## src/rtl/core/lcr_pkg.sv

```systemverilog
// Shared types, codes and constants for the load cell ADC serial reader.
package lcr_pkg;

   localparam int unsigned DATA_BITS    = 24;
   localparam int unsigned SAMPLE_W     = DATA_BITS + 1;
   localparam int unsigned PULSE_W      = 5;
   localparam int unsigned WAIT_W       = 20;
   localparam int unsigned CSR_ADDR_W   = 3;
   localparam int unsigned CSR_DATA_W   = 32;
   localparam int unsigned REQ_DATA_W   = 8;
   localparam int unsigned RSP_DATA_W   = 32;

   localparam logic [PULSE_W-1:0] GAIN_MIN       = 5'd25;
   localparam logic [PULSE_W-1:0] GAIN_MAX       = 5'd27;
   localparam logic [PULSE_W-1:0] GAIN_RESET     = 5'd25;
   localparam logic [WAIT_W-1:0]  TIMEOUT_RESET  = 20'd500000;
   localparam logic [PULSE_W-1:0] DATA_PULSES    = PULSE_W'(DATA_BITS);

   // register select, taken from csr_paddr[2]
   localparam logic REG_GAIN    = 1'b0;
   localparam logic REG_TIMEOUT = 1'b1;

   localparam logic [1:0] OP_NONE = 2'd0;
   localparam logic [1:0] OP_READ = 2'd1;
   localparam logic [1:0] OP_DOWN = 2'd2;
   localparam logic [1:0] OP_UP   = 2'd3;

   localparam logic [1:0] STATUS_OK      = 2'd0;
   localparam logic [1:0] STATUS_BUSY    = 2'd1;
   localparam logic [1:0] STATUS_TIMEOUT = 2'd2;
   localparam logic [1:0] STATUS_DOWN    = 2'd3;

   typedef enum logic [1:0] {
      MODE_WAIT,
      MODE_IDLE,
      MODE_SHIFT,
      MODE_DOWN
   } mode_type;

   typedef struct packed {
      mode_type               mode;
      logic [PULSE_W-1:0]     pulse_count;
      logic [DATA_BITS-1:0]   shift_data;
      logic [WAIT_W-1:0]      wait_count;
      logic                   clock_high;
      logic                   dummy_pending;
   } state_type;

   // laid out as rsp_tdata, lowest field last
   typedef struct packed {
      logic [1:0]                 pad;
      logic                       ready_res;
      logic [1:0]                 status;
      logic signed [SAMPLE_W-1:0] sample;
      logic                       sample_valid;
      logic                       clock_level;
   } result_type;

endpackage

```

## src/rtl/core/lcr_step.sv

```systemverilog
// Per-tick state update and result logic of the serial reader.
module lcr_step (
   input  lcr_pkg::state_type              cur,
   input  logic                            data_in,
   input  logic [1:0]                      operation,
   input  logic [lcr_pkg::PULSE_W-1:0]     gain_pulses,
   input  logic [lcr_pkg::WAIT_W-1:0]      ready_timeout_ticks,
   output lcr_pkg::state_type              nxt,
   output lcr_pkg::result_type             res
);

   logic [lcr_pkg::PULSE_W-1:0]  total_pulses;
   logic [lcr_pkg::PULSE_W-1:0]  pulse_inc;
   logic                         last_pulse;
   logic                         timeout_hit;
   logic [lcr_pkg::SAMPLE_W-1:0] sample_ext;
   lcr_pkg::mode_type            mode_next;

   always_comb begin
      if (gain_pulses < lcr_pkg::GAIN_MIN) begin
         total_pulses = lcr_pkg::GAIN_MIN;
      end else if (gain_pulses > lcr_pkg::GAIN_MAX) begin
         total_pulses = lcr_pkg::GAIN_MAX;
      end else begin
         total_pulses = gain_pulses;
      end
   end

   assign pulse_inc   = cur.pulse_count + lcr_pkg::PULSE_W'(1);
   assign last_pulse  = (pulse_inc >= total_pulses);
   assign timeout_hit = (cur.wait_count >= ready_timeout_ticks);

   // next mode
   always_comb begin
      mode_next = cur.mode;
      if (operation == lcr_pkg::OP_UP) begin
         mode_next = lcr_pkg::MODE_WAIT;
      end else if (operation == lcr_pkg::OP_DOWN) begin
         mode_next = lcr_pkg::MODE_DOWN;
      end else begin
         case (cur.mode)
            lcr_pkg::MODE_WAIT: begin
               if (!data_in) begin
                  mode_next = lcr_pkg::MODE_SHIFT;
               end else if (timeout_hit) begin
                  mode_next = lcr_pkg::MODE_IDLE;
               end
            end
            lcr_pkg::MODE_IDLE: begin
               if (operation == lcr_pkg::OP_READ && !data_in) begin
                  mode_next = lcr_pkg::MODE_SHIFT;
               end
            end
            lcr_pkg::MODE_SHIFT: begin
               if (cur.clock_high && last_pulse) begin
                  mode_next = lcr_pkg::MODE_IDLE;
               end
            end
            default: begin
               mode_next = cur.mode;
            end
         endcase
      end
   end

   // counters, shift register and result fields
   always_comb begin
      nxt = cur;
      nxt.mode = mode_next;
      res = '0;
      if (operation == lcr_pkg::OP_UP) begin
         nxt.clock_high    = 1'b0;
         nxt.wait_count    = '0;
         nxt.dummy_pending = 1'b1;
         nxt.pulse_count   = '0;
      end else if (operation == lcr_pkg::OP_DOWN) begin
         nxt.clock_high  = 1'b1;
         nxt.pulse_count = '0;
         res.status      = lcr_pkg::STATUS_DOWN;
      end else begin
         case (cur.mode)
            lcr_pkg::MODE_DOWN: begin
               nxt.clock_high = 1'b1;
               res.status     = lcr_pkg::STATUS_DOWN;
            end
            lcr_pkg::MODE_WAIT: begin
               if (operation == lcr_pkg::OP_READ) begin
                  res.status = lcr_pkg::STATUS_BUSY;
               end
               if (!data_in) begin
                  nxt.pulse_count = '0;
                  nxt.shift_data  = '0;
                  nxt.clock_high  = 1'b1;
               end else if (timeout_hit) begin
                  res.status        = lcr_pkg::STATUS_TIMEOUT;
                  nxt.dummy_pending = 1'b0;
                  nxt.wait_count    = '0;
               end else begin
                  nxt.wait_count = cur.wait_count + lcr_pkg::WAIT_W'(1);
               end
            end
            lcr_pkg::MODE_IDLE: begin
               nxt.clock_high = 1'b0;
               if (operation == lcr_pkg::OP_READ) begin
                  if (data_in) begin
                     res.status = lcr_pkg::STATUS_BUSY;
                  end else begin
                     nxt.pulse_count = '0;
                     nxt.shift_data  = '0;
                     nxt.clock_high  = 1'b1;
                  end
               end else if (!data_in) begin
                  res.ready_res = 1'b1;
               end
            end
            lcr_pkg::MODE_SHIFT: begin
               if (operation == lcr_pkg::OP_READ) begin
                  res.status = lcr_pkg::STATUS_BUSY;
               end
               if (cur.clock_high) begin
                  // falling edge: sample the data line
                  nxt.clock_high = 1'b0;
                  if (cur.pulse_count < lcr_pkg::DATA_PULSES) begin
                     nxt.shift_data = {cur.shift_data[lcr_pkg::DATA_BITS-2:0], data_in};
                  end
                  nxt.pulse_count = pulse_inc;
                  if (last_pulse) begin
                     nxt.pulse_count = '0;
                     if (cur.dummy_pending) begin
                        nxt.dummy_pending = 1'b0;
                     end else begin
                        res.sample_valid = 1'b1;
                        res.sample       = lcr_pkg::SAMPLE_W'(0) - sample_ext;
                     end
                  end
               end else begin
                  nxt.clock_high = 1'b1;
               end
            end
            default: begin
               nxt.clock_high = cur.clock_high;
            end
         endcase
      end
      res.clock_level = nxt.clock_high;
   end

   assign sample_ext = {nxt.shift_data[lcr_pkg::DATA_BITS-1], nxt.shift_data};

endmodule

```

## src/rtl/core/load_cell_adc_serial_reader.sv

```systemverilog
// Top level of the load cell ADC serial reader: stream ports, registers, result stage.
//
// Each req transaction is one tick, half a period of the converter's serial clock.
// req_tdata carries the sampled data line and an operation (none, read, power
// down, power up). Every accepted tick yields exactly one rsp transaction with
// the clock level to drive for that tick, a sample flag and value, a status
// code and a ready flag.
// The tick's state update and result are computed in the accepting cycle and
// held in the result register. One tick can be taken every cycle; req_tready
// is high whenever the result register is empty or is being emptied, so a
// stalled rsp side stalls req after one tick.
// A read drives 25 to 27 pulses (50 to 54 ticks) set by gain_pulses; after reset
// or power up the block waits for the data line low, then makes a dummy read before
// real samples are given; a timeout first goes idle and skips the dummy read.
// Reset (synchronous, active high) returns to the waiting mode with the
// dummy read due, empties the result register and restores register
// defaults (gain 25 pulses, timeout 500000 ticks).
// Registers are written over the csr port: gain_pulses at 0x0,
// ready_timeout_ticks at 0x4.
module load_cell_adc_serial_reader (
   input  logic                               clock,
   input  logic                               reset,
   input  logic                               req_tvalid,
   output logic                               req_tready,
   input  logic [lcr_pkg::REQ_DATA_W-1:0]     req_tdata,  // data_in, operation[1:0], zero pad
   output logic                               rsp_tvalid,
   input  logic                               rsp_tready,
   // clock_level, sample_valid, sample[24:0], status[1:0], ready_res, zero pad
   output logic [lcr_pkg::RSP_DATA_W-1:0]     rsp_tdata,
   input  logic                               csr_psel,
   input  logic                               csr_penable,
   input  logic                               csr_pwrite,
   input  logic [lcr_pkg::CSR_ADDR_W-1:0]     csr_paddr,
   input  logic [lcr_pkg::CSR_DATA_W-1:0]     csr_pwdata,
   output logic [lcr_pkg::CSR_DATA_W-1:0]     csr_prdata,
   output logic                               csr_pready
);

   logic [lcr_pkg::PULSE_W-1:0] gain_ff;
   logic [lcr_pkg::WAIT_W-1:0]  timeout_ff;
   lcr_pkg::state_type          state_ff;
   lcr_pkg::state_type          state_in;
   lcr_pkg::result_type         result_ff;
   lcr_pkg::result_type         result_in;
   logic                        rsp_valid_ff;
   logic                        req_take;
   logic                        csr_write;

   assign csr_pready = 1'b1;
   assign csr_write  = csr_psel && csr_penable && csr_pwrite;

   always_ff @(posedge clock) begin
      if (reset) begin
         gain_ff    <= lcr_pkg::GAIN_RESET;
         timeout_ff <= lcr_pkg::TIMEOUT_RESET;
      end else if (csr_write) begin
         if (csr_paddr[2] == lcr_pkg::REG_GAIN) begin
            gain_ff <= csr_pwdata[lcr_pkg::PULSE_W-1:0];
         end else begin
            timeout_ff <= csr_pwdata[lcr_pkg::WAIT_W-1:0];
         end
      end
   end

   always_comb begin
      if (csr_paddr[2] == lcr_pkg::REG_TIMEOUT) begin
         csr_prdata = lcr_pkg::CSR_DATA_W'(timeout_ff);
      end else begin
         csr_prdata = lcr_pkg::CSR_DATA_W'(gain_ff);
      end
   end

   assign req_tready = !rsp_valid_ff || rsp_tready;
   assign req_take   = req_tvalid && req_tready;

   lcr_step u_step (
      .cur                 (state_ff),
      .data_in             (req_tdata[0]),
      .operation           (req_tdata[2:1]),
      .gain_pulses         (gain_ff),
      .ready_timeout_ticks (timeout_ff),
      .nxt                 (state_in),
      .res                 (result_in)
   );

   always_ff @(posedge clock) begin
      if (reset) begin
         state_ff.mode          <= lcr_pkg::MODE_WAIT;
         state_ff.pulse_count   <= '0;
         state_ff.shift_data    <= '0;
         state_ff.wait_count    <= '0;
         state_ff.clock_high    <= 1'b0;
         state_ff.dummy_pending <= 1'b1;
      end else if (req_take) begin
         state_ff <= state_in;
      end
   end

   always_ff @(posedge clock) begin
      if (reset) begin
         rsp_valid_ff <= 1'b0;
      end else if (req_take) begin
         rsp_valid_ff <= 1'b1;
      end else if (rsp_tready) begin
         rsp_valid_ff <= 1'b0;
      end
   end

   // result payload needs no reset
   always_ff @(posedge clock) begin
      if (req_take) begin
         result_ff <= result_in;
      end
   end

   assign rsp_tvalid = rsp_valid_ff;
   assign rsp_tdata  = result_ff;

endmodule
```

## config.mk

```make
export PLATFORM = sky130hd
export DESIGN_NAME = load_cell_adc_serial_reader
export DESIGN_NICKNAME = d
export VERILOG_FILES = /design/src/rtl/core/lcr_pkg.sv /design/src/rtl/core/lcr_step.sv /design/src/rtl/core/load_cell_adc_serial_reader.sv
export SDC_FILE = /design/constraint.sdc
export NUM_CORES = 1
export LEC_CHECK = 0
export BUFFER_PORTS_ARGS = -buffer_cell sky130_fd_sc_hd__buf_2
export CORE_ASPECT_RATIO = 0.6
export CORE_MARGIN = 10
export CORE_UTILIZATION = 50
export DETAILED_ROUTE_END_ITERATION = 8
export PLACE_DENSITY_LB_ADDON = 0.15
export REMOVE_ABC_BUFFERS = 1
export SYNTH_ARGS = -nofsm -noshare
export SYNTH_HDL_FRONTEND = slang
export SYNTH_SLANG_ARGS = --single-unit
```

## constraint.sdc

```tcl
create_clock -name clock -period 3.8 [get_ports clock]
set_input_delay 0.57 -clock clock [delete_from_list [all_inputs] [get_ports clock]]
set_output_delay 0.57 -clock clock [all_outputs]
set_load 0.03 [all_outputs]
```

Word-level counts from Yosys, hierarchy flattened

Index checks and enable logic that the tools add are counted.
Widths: inputs -> output; s select.

Register bits: 109
Latch bits: 0
Memory bits (writable): 0
ROM bits: 0
Input port bits: 50
Word-level logic and storage cells: 112
Memories kept: 0

$add $sub $neg: 3
Multiply operators: 0
Div/mod/pow operators: 0
Order comparisons: 5
Equality and inequality tests: 16
Shift operators: 0
Mux-type cells: 46
Bitwise logic cells: 5
Reduce and logical (&&, ||, !) cells: 23

Operators by type and width:

| cell                  | count |
|---|---|
| $mux 29               | 3 |
| $pmux 29 s3           | 1 |
| $mux 20               | 4 |
| $mux 24               | 2 |
| $mux 44               | 1 |
| $mux 5                | 5 |
| $sub 1x24->25 const A | 1 |
| $mux 22               | 1 |
| $add 20x1->20 const B | 1 |
| $ge 20x20->1          | 1 |
| $mux 2                | 9 |
| $mux 1                | 16 |
| $ne 4x1->1 const B    | 3 |
| $lt 5x5->1 const B    | 2 |
| $eq 2x2->1 const B    | 4 |
| $pmux 2 s4            | 1 |
| $reduce_and 4->1      | 2 |
| $reduce_and 7->1      | 1 |
| $ne 3x1->1 const B    | 2 |
| $ne 3x2->1 const B    | 2 |
| $pmux 2 s3            | 1 |
| $reduce_bool 2->1     | 3 |
| $reduce_or 6->1       | 1 |
| $add 5x1->5 const B   | 1 |
| other kinds (19)      | 30 |

Depth between registers and ports, before layout

Depth after elaboration: 10
Mapped depth: 17
Gate-level depth less buffers: 13

Hierarchy

From an unflattened synthesis, not the netlist that was laid out.

Cells, all modules: 868
Area, all modules: 7,323.3 sq um

Modules (own cells, without submodules):

| module                      | times used | cells each | area an instance (sq um) |
|---|---|---|---|
| load_cell_adc_serial_reader | 1          | 425        | 4,523.1 |
| lcr_step                    | 1          | 443        | 2,800.2 |

Worst setup path after synthesis

OpenSTA, ideal clock, no wires.

Kind: input to register
From: in req_tdata[1] in the netlist's numbering
To: reg result_ff, in the netlist rsp_tdata[18], data pin
Arrival time: 3.842 ns
Setup slack: -0.189 ns
Stages: 16
Cells stage by stage: inv_1 -> ha_1 -> buf_2 -> a2111oi_2 -> nand2_1 -> clkbuf_1 -> clkbuf_1 -> a22oi_1 -> ha_1 -> o21ai_1 -> a221oi_2 -> o211ai_2 -> or2_1 -> buf_6 -> or4_1 -> a21oi_1

Longest elaborated chain between the ends: 6
Elaborated cells on any way between the ends: 9
Those cells by class: 1 x add/sub; 3 x eq/ne; 4 x mux; 1 x reduce/logical

RTL lines:

| item                   | line                               | RTL |
|---|---|---|
| start: declaration     | load_cell_adc_serial_reader.sv:25  | `input logic [lcr_pkg::REQ_DATA_W-1:0] req_tdata,` |
| $eq 2x1->1             | lcr_step.sv:104                    | `if (operation == lcr_pkg::OP_READ) begin` |
| $mux 29                | lcr_step.sv:104                    |  |
| $pmux 29 s3            | lcr_step.sv:81                     | `case (cur.mode)` |
| $mux 44                | lcr_step.sv:76                     | `end else if (operation == lcr_pkg::OP_DOWN) begin` |
| $mux 24                | lcr_step.sv:71                     | `if (operation == lcr_pkg::OP_UP) begin` |
| $sub 1x24->25          | lcr_step.sv:133                    | `res.sample = lcr_pkg::SAMPLE_W'(0) - sample_ext;` |
| end signal: assignment | load_cell_adc_serial_reader.sv:112 | `result_ff <= result_in;` |
| end: declaration       | load_cell_adc_serial_reader.sv:43  | `lcr_pkg::result_type result_ff;` |

Several ways; a longest one is shown, not always the timed one. The select of a mux whose other input is x is not followed.
A chain may end at the register's enable or synchronous reset.

Worst setup path in the final report

From: reg state_ff[51] in the netlist's numbering
To: reg result_ff, in the netlist rsp_tdata[18], data pin

Longest elaborated chain between the ends: 5
Elaborated cells on any way between the ends: 9
Those cells by class: 1 x add/sub; 2 x eq/ne; 3 x mux; 1 x bitwise; 2 x reduce/logical

RTL lines:

| item                                     | line                              | RTL |
|---|---|---|
| start: declaration                       | load_cell_adc_serial_reader.sv:41 | `lcr_pkg::state_type state_ff;` |
| start signal: assignment                 | load_cell_adc_serial_reader.sv:95 | `state_ff <= state_in;` |
| $eq 2x2->1, or another cell as far along | lcr_step.sv:81                    |  |
| $pmux 29 s3                              | lcr_step.sv:81                    |  |
| $mux 44                                  | lcr_step.sv:76                    |  |
| $mux 24                                  | lcr_step.sv:71                    |  |
| $sub 1x24->25                            | lcr_step.sv:133                   |  |

Several ways; a longest one is shown, not always the timed one. The select of a mux whose other input is x is not followed.

==> results.toml <==
[yosys]
synth-edff-count = 30
yosys_register_bits = 109
ys_seq_area_frac = 0.3880
synth_area_per_cell_um2 = 8.740
netlist.area_leader.share = 0.2472
ys_warn_count = 0
ys_top_cells_by_area = "dfxtp_1 (25%), edfxtp_1 (14%), ha_1 (6.8%)"
synth-main-ff-cell = "dfxtp_1"
synth_cells = 732
synthesis.area_um2 = 6397
synth_cell_types = 81
async_flop_share = 0
synth_largest_area_cell = "dfxtp_1"

[timing]
fin_worst_skew_ns = 0.007267
hold_viol_final = 0
fin_crit_sh = 0.9405
final_max_slew_viol_count = 0
min_period_ns = 3.574
setup_viol = 0
timing.fmax_ghz = 0.2798
worst_slew_pin_slew_ns = 0.8043
timing.slew.headroom = 0.4630
rsz0062_at_grt = "false"

[detailed_routing]
vias = 5638
vias_per_cell = 5.747
drc = 0
drt-total-wl_mm = 16.96
drt_iter0_drc = 630
routedWlPerCell_um = 17.28
dr.pass1.iters = 6
postRouteAntennaNets = 0

[job]
maxCapViolCount = 0

[global_route]
grt_pass1_vias = 5407
grt_max_degree = 51
grt_util_all_layers = 0.1845
grt_pass1_wl_mm = 27.58
antenna_found_initial = 0
overflow = 0

[layout]
instances_no_fill = 981
fin_nets = 896
fin_area_um2 = 7253
utilization = 0.5899
fill_cells = 1098
drive_gt1_frac = 0.1740
area_growth_pct = 13.38
antennaDiodeCount = 0

[power_and_ir_drop]
ir_drop_mv = 0.2244
p_leak_nw = 3.030
power.density_nw_per_um2 = 388.8

[die]
die_w_um = 166.0
initial_utilization = 0.5203
design.core.area_um2 = 12300
rows = 31
num_io_pins = 117
fp.dieH_um = 107.6
die-area_um2 = 17870

[critical_path]
slowest_delay_ns = 0.50
crit_slowest_cell = "or4_1"
required_ns = 3.99
ff2ff_setup_slack_ns = 0.23
cp_cell_sequence = "inv_1 > ha_1 > nor2b_1 > a32oi_1 > nand2_1 > a22oi_1 > ha_2 > o21ai_1 > a221oi_2 > o211ai_2 > or2_4 > or4_1 > a21oi_1"
cp-end-kind = "register"
crit_fanout = 11
start_kind = "register"
crit_arrival_ns = 3.76
path_class = "reg -> reg"

[place]
dp_hpwl_mm = 12.49
dp.cells = 965
place.gp.congestion = 0.8911
portBuffers = 82
place_area_um2 = 6954

[clock_network]
cts_max_path_buffers = 2
cts.clk_slew.worst_paths_ns = 0.07
htreeDepth = 3
cts_sinks = 109
cts_tree = "built"
cts_root_buf = "clkbuf_16"
insertion_delay_ns = 0.34
cts_buffers = 9
hold_buffers = 0

[worst_hold_path]
hold_path.class = "in -> reg"

[status]
status = "finished, final reports clean"
[where the power goes]
group	switching, mW	total, mW	internal (mW)
Clock	0.404	0.932	0.528
Combinational	0.404	0.620	0.217
Sequential	0.0321	1.27	1.24
[state kept, by name (all words and copies together), names as in the netlist]
| register | cells |
|---|---|
| state_ff | 53 |
| rsp_tdata | 30 |
| timeout_ff | 20 |
| gain_ff | 5 |
| rsp_tvalid | 1 |
[final cells by class]
| class | instances | area (µm²) | share of cell area |
|---|---|---|---|
| flip-flops and latches | 109 | 2482 | 0.3422 |
| inverters | 33 | 123.9 | 0.01708 |
| well taps | 165 | 206.4 | 0.02846 |
| clock buffers | 12 | 246.5 | 0.03398 |
| clock inverters | 4 | 47.55 | 0.006555 |
| repair buffers | 106 | 590.6 | 0.08142 |
| multi-input cells | 552 | 3556 | 0.4903 |
[cell usage in the layout, fill, tap and decap left out, types with 7 or more instances in the layout]
master     Yosys  final
a211oi_1      21     21
a21o_1        14     14
a21oi_1       42     42
a22oi_1       16     16
and2_1         9      9
and3_1         7      7
buf_2          9     82
buf_4         15     24
clkbuf_16      0      9
conb_1         2     18
dfxtp_1       79     79
edfxtp_1      30     30
ha_1          35     34
inv_1         31     31
mux2i_1        9      9
nand2_1       68     68
nand3_1       23     23
nand4_1       12     12
nor2_1        94     94
nor2b_1        8      8
nor3_1         9      9
o211ai_1      11     11
o21ai_0       17     17
or3_1          7      7
or4_1          8      8
xnor2_1       11     11
xor2_1        17     17
[path summary, 6_finish.rpt]
check | start | endpoint | depth (start not counted)
setup / recovery | state_ff[51] | rsp_tdata[18] | 13
setup reg to reg | state_ff[51] | rsp_tdata[18] | 13
hold reg to reg | timeout_ff[19] | timeout_ff[19] | 2
hold / removal | csr_pwdata[17] | timeout_ff[17] | 3
[layer usage]
layer,vias up,share of wire,track usage
li1,2780,-,-
met1,2612,0.51,0.2686
met2,226,0.40,0.2622
met4,0,0.0088,0.03904
met5,-,0,0
met3,20,0.079,0.05252
[per-stage QoR]
stage	hold slack (ns)	worst slack, ns	total power, mW	TNS [ns]
after floorplan	0.4303	-0.01938	1.693	-0.03872
after global placement	0.4423	0.1435	1.881	0
after detailed placement	0.4463	0.02555	1.894	0
after CTS	0.4327	0.1933	2.828	0
after global routing	0.4420	0.004218	2.946	0
final	0.4461	0.2263	2.820	0
[synthesized netlist by cell type, types with 12 or more instances]
cell / n
clkbuf_1: 24
dfxtp_1: 79
xor2_1: 17
a22oi_1: 16
inv_1: 31
o21ai_0: 17
a21o_1: 14
nand4_1: 12
a21oi_1: 42
ha_1: 35
a211oi_1: 21
nand3_1: 23
nor2_1: 94
nand2_1: 68
buf_4: 15
edfxtp_1: 30
[cell families after synthesis]
group / share of synthesized area
flops: 0.3880
other cells: 0.001174
fa+ha+maj: 0.06845
simple gates: 0.2042
compound gates: 0.2106
mux: 0.02288
xor+xnor: 0.03833
buf+inv: 0.06630
[repair_timing]
| action | in CTS | in global routing |
|---|---|---|
| gates resized for setup | 0 | 2 |
| setup buffers | 0 | 0 |
| setup endpoints to repair | 0 | 3 |
[critical path: cells and delay by family, from the launching register on]
kind                       cells  cell delay [ns]
adders and majority gates      2             0.62
and+or+nand+nor                4             1.21
AOI/OAI and AO/OA              6             1.12
DFF                            1             0.39
buffers and inverters          1             0.08
Power figures use the tool's default switching activity.
